`src/sv/sdf_pkg.sv`:
```
// Shared constants and controller/datapath interface types for the distance field block.
package sdf_pkg;

  localparam int MAX_SEGMENTS_DEF = 1024;
  localparam int COORD_BITS_DEF   = 16;
  localparam int FIELD_W          = 20;
  localparam int RADIUS_W         = 15;
  localparam int IN_DATA_W        = 144;
  localparam int OUT_DATA_W       = 24;
  localparam int ACC_W            = 52;
  localparam int ITER_N           = 26;
  localparam int ITER_W           = 5;

  localparam logic [RADIUS_W-1:0]       RADIUS_RESET = 15'd82;
  localparam logic signed [FIELD_W-1:0] FIELD_CAP    = 20'sd409600;

  localparam logic [1:0] KIND_LOAD  = 2'd0;
  localparam logic [1:0] KIND_QUERY = 2'd1;
  localparam logic [1:0] KIND_CLEAR = 2'd2;

  typedef struct packed {
    logic load;
    logic clear;
    logic start;
    logic rd;
    logic diff;
    logic prod;
    logic sum;
    logic tsel;
    logic div_step;
    logic tmul;
    logic err;
    logic sq;
    logic acc;
    logic sqrt_step;
    logic minup;
    logic out_load;
  } sdf_cmd_t;

  typedef struct packed {
    logic empty;
    logic last;
    logic t_direct;
  } sdf_stat_t;

endpackage

```
`src/sv/sdf_ctrl.sv`:
```
// Controller: item decode, per-segment sequencing and output register handshake.
module sdf_ctrl import sdf_pkg::*; (
  input  logic      clk,
  input  logic      rst_n,
  input  logic      in_tvalid,
  input  logic [1:0] in_tuser,
  output logic      in_tready,
  output logic      out_tvalid,
  input  logic      out_tready,
  input  sdf_stat_t stat,
  output sdf_cmd_t  cmd
);

  localparam logic [3:0] S_IDLE  = 4'd0;
  localparam logic [3:0] S_RD    = 4'd1;
  localparam logic [3:0] S_DIFF  = 4'd2;
  localparam logic [3:0] S_PROD  = 4'd3;
  localparam logic [3:0] S_SUM   = 4'd4;
  localparam logic [3:0] S_TSEL  = 4'd5;
  localparam logic [3:0] S_DIV   = 4'd6;
  localparam logic [3:0] S_TMUL  = 4'd7;
  localparam logic [3:0] S_ERR   = 4'd8;
  localparam logic [3:0] S_SQ    = 4'd9;
  localparam logic [3:0] S_ACC   = 4'd10;
  localparam logic [3:0] S_SQRT  = 4'd11;
  localparam logic [3:0] S_MINUP = 4'd12;
  localparam logic [3:0] S_DONE  = 4'd13;

  logic [3:0]        state_r, state_nxt;
  logic [ITER_W-1:0] iter_r, iter_nxt;
  logic              ovalid_r, ovalid_nxt;
  logic              acc_in;
  logic              iter_end;

  assign in_tready  = (state_r == S_IDLE);
  assign acc_in     = in_tvalid && in_tready;
  assign out_tvalid = ovalid_r;
  assign iter_end   = (iter_r == ITER_W'(ITER_N - 1));

  always_comb begin
    state_nxt = state_r;
    iter_nxt  = iter_r;
    cmd       = '0;
    unique case (state_r)
      S_IDLE: begin
        if (acc_in) begin
          unique case (in_tuser)
            KIND_LOAD:  cmd.load  = 1'b1;
            KIND_CLEAR: cmd.clear = 1'b1;
            KIND_QUERY: begin
              cmd.start = 1'b1;
              state_nxt = stat.empty ? S_DONE : S_RD;
            end
            default: ;
          endcase
        end
      end
      S_RD: begin
        cmd.rd    = 1'b1;
        state_nxt = S_DIFF;
      end
      S_DIFF: begin
        cmd.diff  = 1'b1;
        state_nxt = S_PROD;
      end
      S_PROD: begin
        cmd.prod  = 1'b1;
        state_nxt = S_SUM;
      end
      S_SUM: begin
        cmd.sum   = 1'b1;
        state_nxt = S_TSEL;
      end
      S_TSEL: begin
        cmd.tsel  = 1'b1;
        iter_nxt  = '0;
        state_nxt = stat.t_direct ? S_TMUL : S_DIV;
      end
      S_DIV: begin
        cmd.div_step = 1'b1;
        iter_nxt     = iter_r + ITER_W'(1);
        if (iter_end) begin
          state_nxt = S_TMUL;
        end
      end
      S_TMUL: begin
        cmd.tmul  = 1'b1;
        state_nxt = S_ERR;
      end
      S_ERR: begin
        cmd.err   = 1'b1;
        state_nxt = S_SQ;
      end
      S_SQ: begin
        cmd.sq    = 1'b1;
        state_nxt = S_ACC;
      end
      S_ACC: begin
        cmd.acc   = 1'b1;
        iter_nxt  = '0;
        state_nxt = S_SQRT;
      end
      S_SQRT: begin
        cmd.sqrt_step = 1'b1;
        iter_nxt      = iter_r + ITER_W'(1);
        if (iter_end) begin
          state_nxt = S_MINUP;
        end
      end
      S_MINUP: begin
        cmd.minup = 1'b1;
        state_nxt = stat.last ? S_DONE : S_RD;
      end
      S_DONE: begin
        // The result waits here until the output register is free.
        if (!ovalid_r || out_tready) begin
          cmd.out_load = 1'b1;
          state_nxt    = S_IDLE;
        end
      end
      default: state_nxt = S_IDLE;
    endcase
  end

  always_comb begin
    if (cmd.out_load) begin
      ovalid_nxt = 1'b1;
    end else if (out_tready) begin
      ovalid_nxt = 1'b0;
    end else begin
      ovalid_nxt = ovalid_r;
    end
  end

  always_ff @(posedge clk) begin
    if (!rst_n) begin
      state_r  <= S_IDLE;
      iter_r   <= '0;
      ovalid_r <= 1'b0;
    end else begin
      state_r  <= state_nxt;
      iter_r   <= iter_nxt;
      ovalid_r <= ovalid_nxt;
    end
  end

endmodule

```
`config.mk`:
```
export PLATFORM = sky130hd
export DESIGN_NAME = sdf_ctrl
export DESIGN_NICKNAME = d
export VERILOG_FILES = /design/src/sv/sdf_pkg.sv /design/src/sv/sdf_ctrl.sv
export SDC_FILE = /design/constraint.sdc
export NUM_CORES = 1
export LEC_CHECK = 0
export BUFFER_PORTS_ARGS = -buffer_cell sky130_fd_sc_hd__buf_2
export CORE_UTILIZATION = 42
export DETAILED_ROUTE_END_ITERATION = 12
export GPL_TIMING_DRIVEN = 0
export HOLD_SLACK_MARGIN = 0.1
export PLACE_DENSITY_LB_ADDON = 0.25
export SYNTH_ARGS = -nofsm -noshare
export SYNTH_HDL_FRONTEND = slang
export SYNTH_SLANG_ARGS = --single-unit
```
`constraint.sdc`:
```
create_clock -name clk -period 1.76 [get_ports clk]
set_input_delay 0.352 -clock clk [delete_from_list [all_inputs] [get_ports clk]]
set_output_delay 0.352 -clock clk [all_outputs]
set_load 0.05 [all_outputs]
```
==> Word-level counts from Yosys, hierarchy flattened <==
Cells that the tools add are included.
{ "classes": {"addsub": 1, "n_eq_ne": 21, "n_mux": 31, "n_reduce_logical": 10} }
{ "ops": {"columns": ["operator", "n"], "rows": [
  ["$pmux W4 S14", 1],
  ["$mux W4", 7],
  ["$eq A4 B4 Y1 const B", 6],
  ["$mux W1", 20],
  ["$eq A4 B3 Y1 const B", 4],
  ["$pmux W5 S2", 1],
  ["$eq A4 B2 Y1 const B", 2],
  ["$mux W3", 2],
  ["$ne A2 B2 Y1 const B", 3],
  ["$add A5 B1 Y5 const B", 1],
  ["$eq A5 B5 Y1 const B", 1],
  ["$reduce_and A5 Y1", 1],
  ["$eq A4 B1 Y1 const B", 1],
  ["$logic_not A4 Y1", 1],
  ["$ne A2 B1 Y1 const B", 2],
  ["$reduce_bool A2 Y1", 2],
  ["$reduce_or A2 Y1", 2],
  ["$eq A2 B1 Y1 const B", 1],
  ["$eq A2 B2 Y1 const B", 1],
  ["$logic_not A2 Y1", 1],
  ["$logic_and A1 B1 Y1", 1],
  ["$logic_not A1 Y1", 1],
  ["$logic_or A1 B1 Y1", 1]
]} }
{ "word_totals": {"reg_bits": 10, "in_bits": 9, "out_inout_bits": 18, "word_cells": 66} }

==> Depth between registers and ports, before layout <==
Gate-level depths: netlist of run 1.
{ "logic_depth": {"word_depth": 5, "ltp_mapped": 6} }

==> Worst setup path after synthesis of run 1 <==
No wires, ideal clock.
{ "synth_timing": {"kind": "register to output", "from": "register state_r[2]", "to": "output port cmd[15] (netlist name)", "t_arrival_ns": 3.022, "t_required_ns": 1.408, "setup_slack_ns": -1.614, "path_stages_with_launch": 3, "path_buffers": 0, "path_cell_list": "dfxtp_1 -> nor4_2 -> nor4bb_1"} }
{ "synth_lines": {"columns": ["item", "line", "text"], "rows": [
  ["from (decl)", "sdf_ctrl.sv:29", "logic [3:0] state_r, state_nxt;"],
  ["from (signal assigned)", "sdf_ctrl.sv:141", "state_r <= state_nxt;"],
  ["to (decl)", "sdf_ctrl.sv:11", "output sdf_cmd_t cmd"]
]} }

==> results of run 1 <==
==> routing by layer <==
layer,part of all wire,vias up,global-route usage
met5,0,-,0
met4,0.044,0,0.1000
met3,0.057,9,0.06275
met2,0.49,43,0.4169
met1,0.41,439,0.2909
li1,-,444,-
==> synthesized netlist by cell type (all sizes together) (2+ instances only) <==
library cell and count:
dfxtp 10, nor2 8, a21oi 7, nand2 7, nor3 6, buf 5, nand2b 5, inv 4
nand3 4, a31oi 3, mux2i 3, nor2b 3, a2bb2oi 2, and4b 2, clkbuf 2, ha 2
nand3b 2, nor4bb 2, o21a 2, o21ai 2, or3 2
==> worst paths after layout <==
path | endpoint | start | slack, ns | cells after the start
worst max register to register | iter_r[2] | state_r[0] | 0.24 | 5
worst max-delay path | cmd[15] | state_r[0] | -0.04 | 4
worst min-delay path | state_r[1] | rst_n | 0.34 | 3
worst min register to register | iter_r[2] | iter_r[2] | 0.52 | 1
==> worst max-delay path: cells and delay by family, from the launching register on <==
kind	cells	cell delay (ns)
buffers and inverters	2	0.33
DFF	1	0.32
and+or+nand+nor	2	0.51
==> logic make-up after synthesis <==
| family | count (synthesis) | share of synthesized area |
|---|---|---|
| multiplexers | 3 | 0.03675 |
| flip-flops | 10 | 0.2450 |
| XOR/XNOR | 1 | 0.01072 |
| adder cells (fa/ha/maj) | 2 | 0.03062 |
| AO/OA/AOI/OAI | 22 | 0.2220 |
| buffers and inverters | 11 | 0.07503 |
| AND/OR/NAND/NOR | 48 | 0.3798 |
==> through the flow <==
stage / power (W) / worst slack (ns) / hold WS, ns / area, um2
floorplan: 0.001373 / -0.4047 / 0.4681 / 932.1
global placement: 0.001555 / -0.1916 / 0.4903 / 1094
detailed placement: 0.001580 / -0.2255 / 0.5053 / 1094
CTS: 0.002082 / -0.05198 / 0.3371 / 1306
global route: 0.002380 / -0.07982 / 0.3621 / 1391
finish: 0.002277 / -0.03844 / 0.3427 / 1391
==> report_power, final <==
part | leakage [nW] | internal, W | total, W | switching [W]
registers | 0.0828 | 0.000280 | 0.000346 | 0.0000660
clock network | 0.0210 | 0.000126 | 0.000222 | 0.0000962
logic | 0.472 | 0.000752 | 0.00171 | 0.000956
total | 0.575 | 0.00116 | 0.00228 | 0.00112
==> sequential cells by signal, indices dropped and copies added, names as in the netlist <==
| register | flops |
|---|---|
| state_r | 4 |
| iter_r | 5 |
| out_tvalid | 1 |
==> final cells by class <==
class / instances / area, um2
buffer: 7 / 92.59
clock buffer: 4 / 36.28
fill: 111 / 391.6
inverter: 4 / 15.01
multi-input combinational: 76 / 710.7
sequential: 10 / 207.7
tap: 25 / 31.28
timing repair buffer: 37 / 297.8
==> what timing repair did <==
| item | CTS | global route |
|---|---|---|
| buffers inserted | 4 | 7 |
| pin swaps | 3 | 4 |
| setup endpoints to repair | 14 | 12 |
| resized for setup | 41 | 10 |
==> reports/results.ini, run 1 <==
[critical_path]
critPathSlowestCell = dfxtp_1
critPathMaxStageDelay_ns = 0.32
arrival_ns = 1.45
critPathKind = flop to primary output
crit_top_cell = buf_6
crit_chain = buf_6 -> nor4_4 -> nor4bb_4 -> buf_6
worstPathRequired_ns = 1.41
cp_max_fo = 9
start_kind = flop
critPathCaptureType = primary output

[synthesis]
synthDistinctLibCells = 41
yosysWarnings = 0
synth_top_area_share = 0.2450
synth_ff_type = dfxtp_1
syn_inst = 97
synth_nets = 108
synthTopCellsByArea = dfxtp_1, a21oi_1, nand2b_1
async_flop_share = 0
avgSynthCellArea_um2 = 8.423
synth_edf_count = 0
yosysTopAreaCell = dfxtp_1
synth.cell_area_um2 = 817.0
seq_area_frac_synth = 0.2450
yosys_register_bits = 10

[floorplan]
die_area_mm2 = 0.002126
coreArea_mm2 = 0.001783
io_pins = 27
chipHeight_um = 46.11
die_x_um = 46.11
rows = 15
initial_utilization = 0.4582

[layout]
final_cell_mix = buf_4, buf_6, buf_2
areaGrowthSynthToFinish_pct = 70.29
utilization = 0.7804
drive_gt1_frac = 0.5435
fin_cells = 163
final_common_cell = buf_4
nets = 150
num_antenna_cells = 0

[cts]
cts-hold-fix-buffers = 0
cts_buffers = 3
cts.sinks = 10
insertion_delay_ns = 0.28
path_clk_slew_ns = 0.07
root_buffer = clkbuf_4
cts_tree = done
htreeDepth = 1
cts.path.max_buffers = 2

[place]
routabilityCongestion = 0.7215
dp_hpwl_mm = 1.490
io_buffers = 26
dp_cells = 148

[timing]
tns_ns = -0.07514
skew_ns = 0.001406
period_share = 1.022
setup_viol = 3
rsz0062_at_grt = true
fin_crit_ns = 1.798
setup_ws_ns = -0.03844
drv_slew = 0
tightest_slew_ns = 0.3859
relSlewSlack = 0.7410
hold_viol = 0
fmax_mhz = 556.0

[global_route]
gr-total-overflow = 0
grt_start_max_net_pins = 11
grt_pass1_wl_mm = 3.636
grt_use_total = 0.2453
grt_pass1_vias = 796
antenna_found_initial = 0

[drt]
firstDrtPassIters = 4
vias = 935
wl_mm = 2.554
viasPerCell = 5.736
wl_per_cell_um = 15.67
drc = 0
drtIter0Drc = 14
postRouteAntennaNets = 0

[min_path]
hold_path.class = primary input to flop

[status]
status = finished, violations left
violations = setup timing

[flow_run]
maxCapViolations = 0

[power_and_ir_drop]
max-vdd-ir-drop_uv = 1331
total_leakage_power_nw = 0.5753
power.density_mw_per_mm2 = 1636

Note: power is estimated with default switching activity, not from simulation.
==> inputs of run 2 (changes only) <==
--- a/config.mk
+++ b/config.mk
@@ -10,7 +10,7 @@
 export DETAILED_ROUTE_END_ITERATION = 12
 export GPL_TIMING_DRIVEN = 0
 export HOLD_SLACK_MARGIN = 0.1
-export PLACE_DENSITY_LB_ADDON = 0.25
+export PLACE_DENSITY_LB_ADDON = 0.1
 export SYNTH_ARGS = -nofsm -noshare
 export SYNTH_HDL_FRONTEND = slang
 export SYNTH_SLANG_ARGS = --single-unit
==> run 2 against run 1 <==
  * The flow still finishes with violations (setup timing)
  * Sequential cell count stayed put
  * Die area did not move
  * First-iteration DRC count is 64% higher
  * Combinational power shrank 5%
  * Via count is 3.3% lower
  * Cell count decreased by 1.2%
  * Final area shrank 2.4%
  * Fmax about the same
  * Wire length decreased by 11%
  * Hold slack gained 0.012 ns
  * Critical endpoint is now cmd[10]
  * Largest cell class unchanged
==> reports/results.ini, run 2 (synthesis results as in run 1) <==
[drt]
vias = 904  ; -3.3%
drc = 0  ; unchanged
postRouteAntennaNets = 0  ; unchanged
viasPerCell = 5.615  ; -2.1%
firstDrtPassIters = 4  ; unchanged
drtIter0Drc = 23  ; +9
wl_per_cell_um = 14.19  ; -9.4%
wl_mm = 2.285  ; -11%

[critical_path]
cp_top_family = flip-flops
regToRegStartpoint = state_r[3]
start_kind = flop
crit_chain = nand2_1 -> nor3_2 -> buf_2
critPathKind = flop to primary output
worstPathRequired_ns = 1.41  ; about the same
reg2reg_slack_ns = 0.20  ; -0.04 ns
arrival_ns = 1.45  ; about the same
reg2regPathDepth = 5  ; unchanged
critPathSlowestCell = dfxtp_2
critPathCaptureType = primary output
critPathMaxStageDelay_ns = 0.46  ; +0.14 ns
cp.buffers_inverters = 1  ; -1
cp_max_fo = 7  ; -2
rr_endpoint = state_r[3]

[floorplan]
initial_utilization = 0.4582  ; unchanged
io_pins = 27  ; unchanged
rows = 15  ; unchanged
coreArea_mm2 = 0.001783  ; unchanged
die_area_mm2 = 0.002126  ; unchanged
chipHeight_um = 46.11  ; unchanged
die_x_um = 46.11  ; unchanged

[cts]
cts.path.max_buffers = 2  ; unchanged
root_buffer = clkbuf_4
htreeDepth = 1  ; unchanged
insertion_delay_ns = 0.26  ; -0.02 ns
cts.sinks = 10  ; unchanged
cts_tree = done
cts_buffers = 3  ; unchanged
path_clk_slew_ns = 0.06  ; about the same

[layout]
drive_gt1_frac = 0.5368  ; -0.006714
fin_area_mm2 = 0.001358  ; -2.4%
final_cell_mix = buf_4, buf_2, buf_6
largest_register_ffs = 5  ; unchanged
areaGrowthSynthToFinish_pct = 66.16
top_register = iter_r
nets = 149  ; -0.67%
num_antenna_cells = 0  ; unchanged
final_common_cell = buf_4
num-fill-cells = 115  ; +3.6%

[global_route]
antenna_found_initial = 0  ; unchanged
use_met1 = 0.2983  ; +0.007464
grt_pass1_wl_mm = 3.318  ; -8.7%
grt_start_max_net_pins = 11  ; unchanged
grt_use_total = 0.2212  ; -0.02410
gr-total-overflow = 0  ; unchanged
busiest_layer = met2
grt_pass1_vias = 768  ; -3.5%
met2_usage = 0.3437  ; -0.07324
met3_usage = 0.07059  ; +0.007843

[timing]
hold_viol = 0  ; unchanged
period_share = 1.022  ; about the same
setup_ws_ns = -0.03823  ; +0.0002089 ns
tightest_slew_ns = 0.3822  ; -0.003747 ns
skew_ns = 0.007031  ; +0.005625 ns
relSlewSlack = 0.7435  ; +0.002514
setup_viol = 6  ; +3
drv_slew = 0  ; unchanged
rsz0062_at_grt = true
fin_crit_ns = 1.798  ; -0.0002089 ns
fmax_mhz = 556.1  ; about the same

[flow_run]
maxCapViolations = 0  ; unchanged

[power_and_ir_drop]
total_leakage_power_nw = 0.5595  ; -2.8%
clock_power_share = 0.069  ; -0.029
p_int_w = 0.001076  ; -7.1%
max-vdd-ir-drop_uv = 910.8  ; -32%
power.density_mw_per_mm2 = 1578  ; -3.6%
netSwitchingFraction = 0.4974  ; +0.006216
p_seq_frac = 0.173  ; +0.021
pwr-share-comb = 0.758  ; +0.008
power.switching_w = 0.001065  ; -4.7%

[min_path]
worstHoldStart = rst_n
min_path_cells = 3  ; unchanged
hold-path-endpoint = state_r[1]
hold_path.class = primary input to flop

[status]
status = finished, violations left
violations = setup timing

[place]
routabilityCongestion = 0.7229  ; +0.19%
dp_hpwl_mm = 1.477  ; -0.87%
place_worst_setup_slack_ns = -0.2128  ; +0.01263 ns
place_area_mm2 = 0.001094  ; unchanged
io_buffers = 26  ; unchanged

-- run 2: cell count changes in the layout (fill, tap and decap cells not counted), sizes merged --
cell / previous run / this run
buf: 41 / 40
clkbuf: 7 / 6
-- run 2: cell type report --
| cell class | instances | area [um2] | share of cell area |
|---|---|---|---|
| Multi-Input combinational cell | 76 | 703.2 | 0.5180 |
| Timing Repair Buffer | 37 | 296.5 | 0.2184 |
| Sequential cell | 10 | 206.4 | 0.1521 |
| Buffer | 6 | 82.58 | 0.06083 |
| Tap cell | 25 | 31.28 | 0.02304 |
| Clock buffer | 3 | 22.52 | 0.01659 |
| Inverter | 4 | 15.01 | 0.01106 |
-- run 2: power groups by stage --
stage / clock network [W] / registers (W) / logic [W]
floorplan: 0 / 0.000326 / 0.00105
global placement: 0 / 0.000337 / 0.00122
detailed placement: 0 / 0.000340 / 0.00124
CTS: 0.000151 / 0.000340 / 0.00147
global route: 0.000170 / 0.000376 / 0.00172
finish: 0.000148 / 0.000370 / 0.00162
-- run 2: timing repair --
item,4_1_cts,5_1_grt
buffers inserted,4,7
endpoints found under the setup margin,13,13
hold buffers,0,0
cloned,0,0
pin swaps,1,2
resized for setup,36,12
-- run 2: per-layer routing --
metal | share of wire | wire, um
met5 | 0 | 0
met4 | 0.0070 | 16
met3 | 0.067 | 154
met2 | 0.48 | 1105
met1 | 0.44 | 1009
-- run 2: worst max path at each step --
| stage | from | end | slack (ns) | cells after the start |
|---|---|---|---|---|
| finish | state_r[1] | cmd[10] | -0.04 | 3 |
| global route | state_r[3] | cmd[1] | -0.10 | 4 |
| CTS | state_r[1] | cmd[15] | -0.03 | 4 |
| detailed placement | state_r[0] | cmd[12] | -0.21 | 5 |
| global placement | state_r[0] | cmd[12] | -0.19 | 5 |
| floorplan | state_r[0] | cmd[15] | -0.40 | 3 |
-- run 2: through the flow --
stage                     hold slack, ns  setup TNS [ns]  power (W)    util  instances
after global placement            0.4942         -0.5210   0.001559  0.6133        148
after global routing              0.3626         -0.6162   0.002264  0.7614        161
after CTS                         0.3482        -0.04319   0.001961  0.7123        155
final                             0.3552         -0.1066   0.002142  0.7614        161
after detailed placement          0.5017         -0.5864   0.001576  0.6133        148
after floorplan                   0.4681         -0.7202   0.001373       -         97
-- run 2: worst register-to-register path: stages (launching register included) --
cell      delay (ns)
dfxtp_2         0.40
buf_4           0.24
nand2b_2        0.26
nor2_4          0.07
o41ai_1         0.35
mux2i_1         0.12
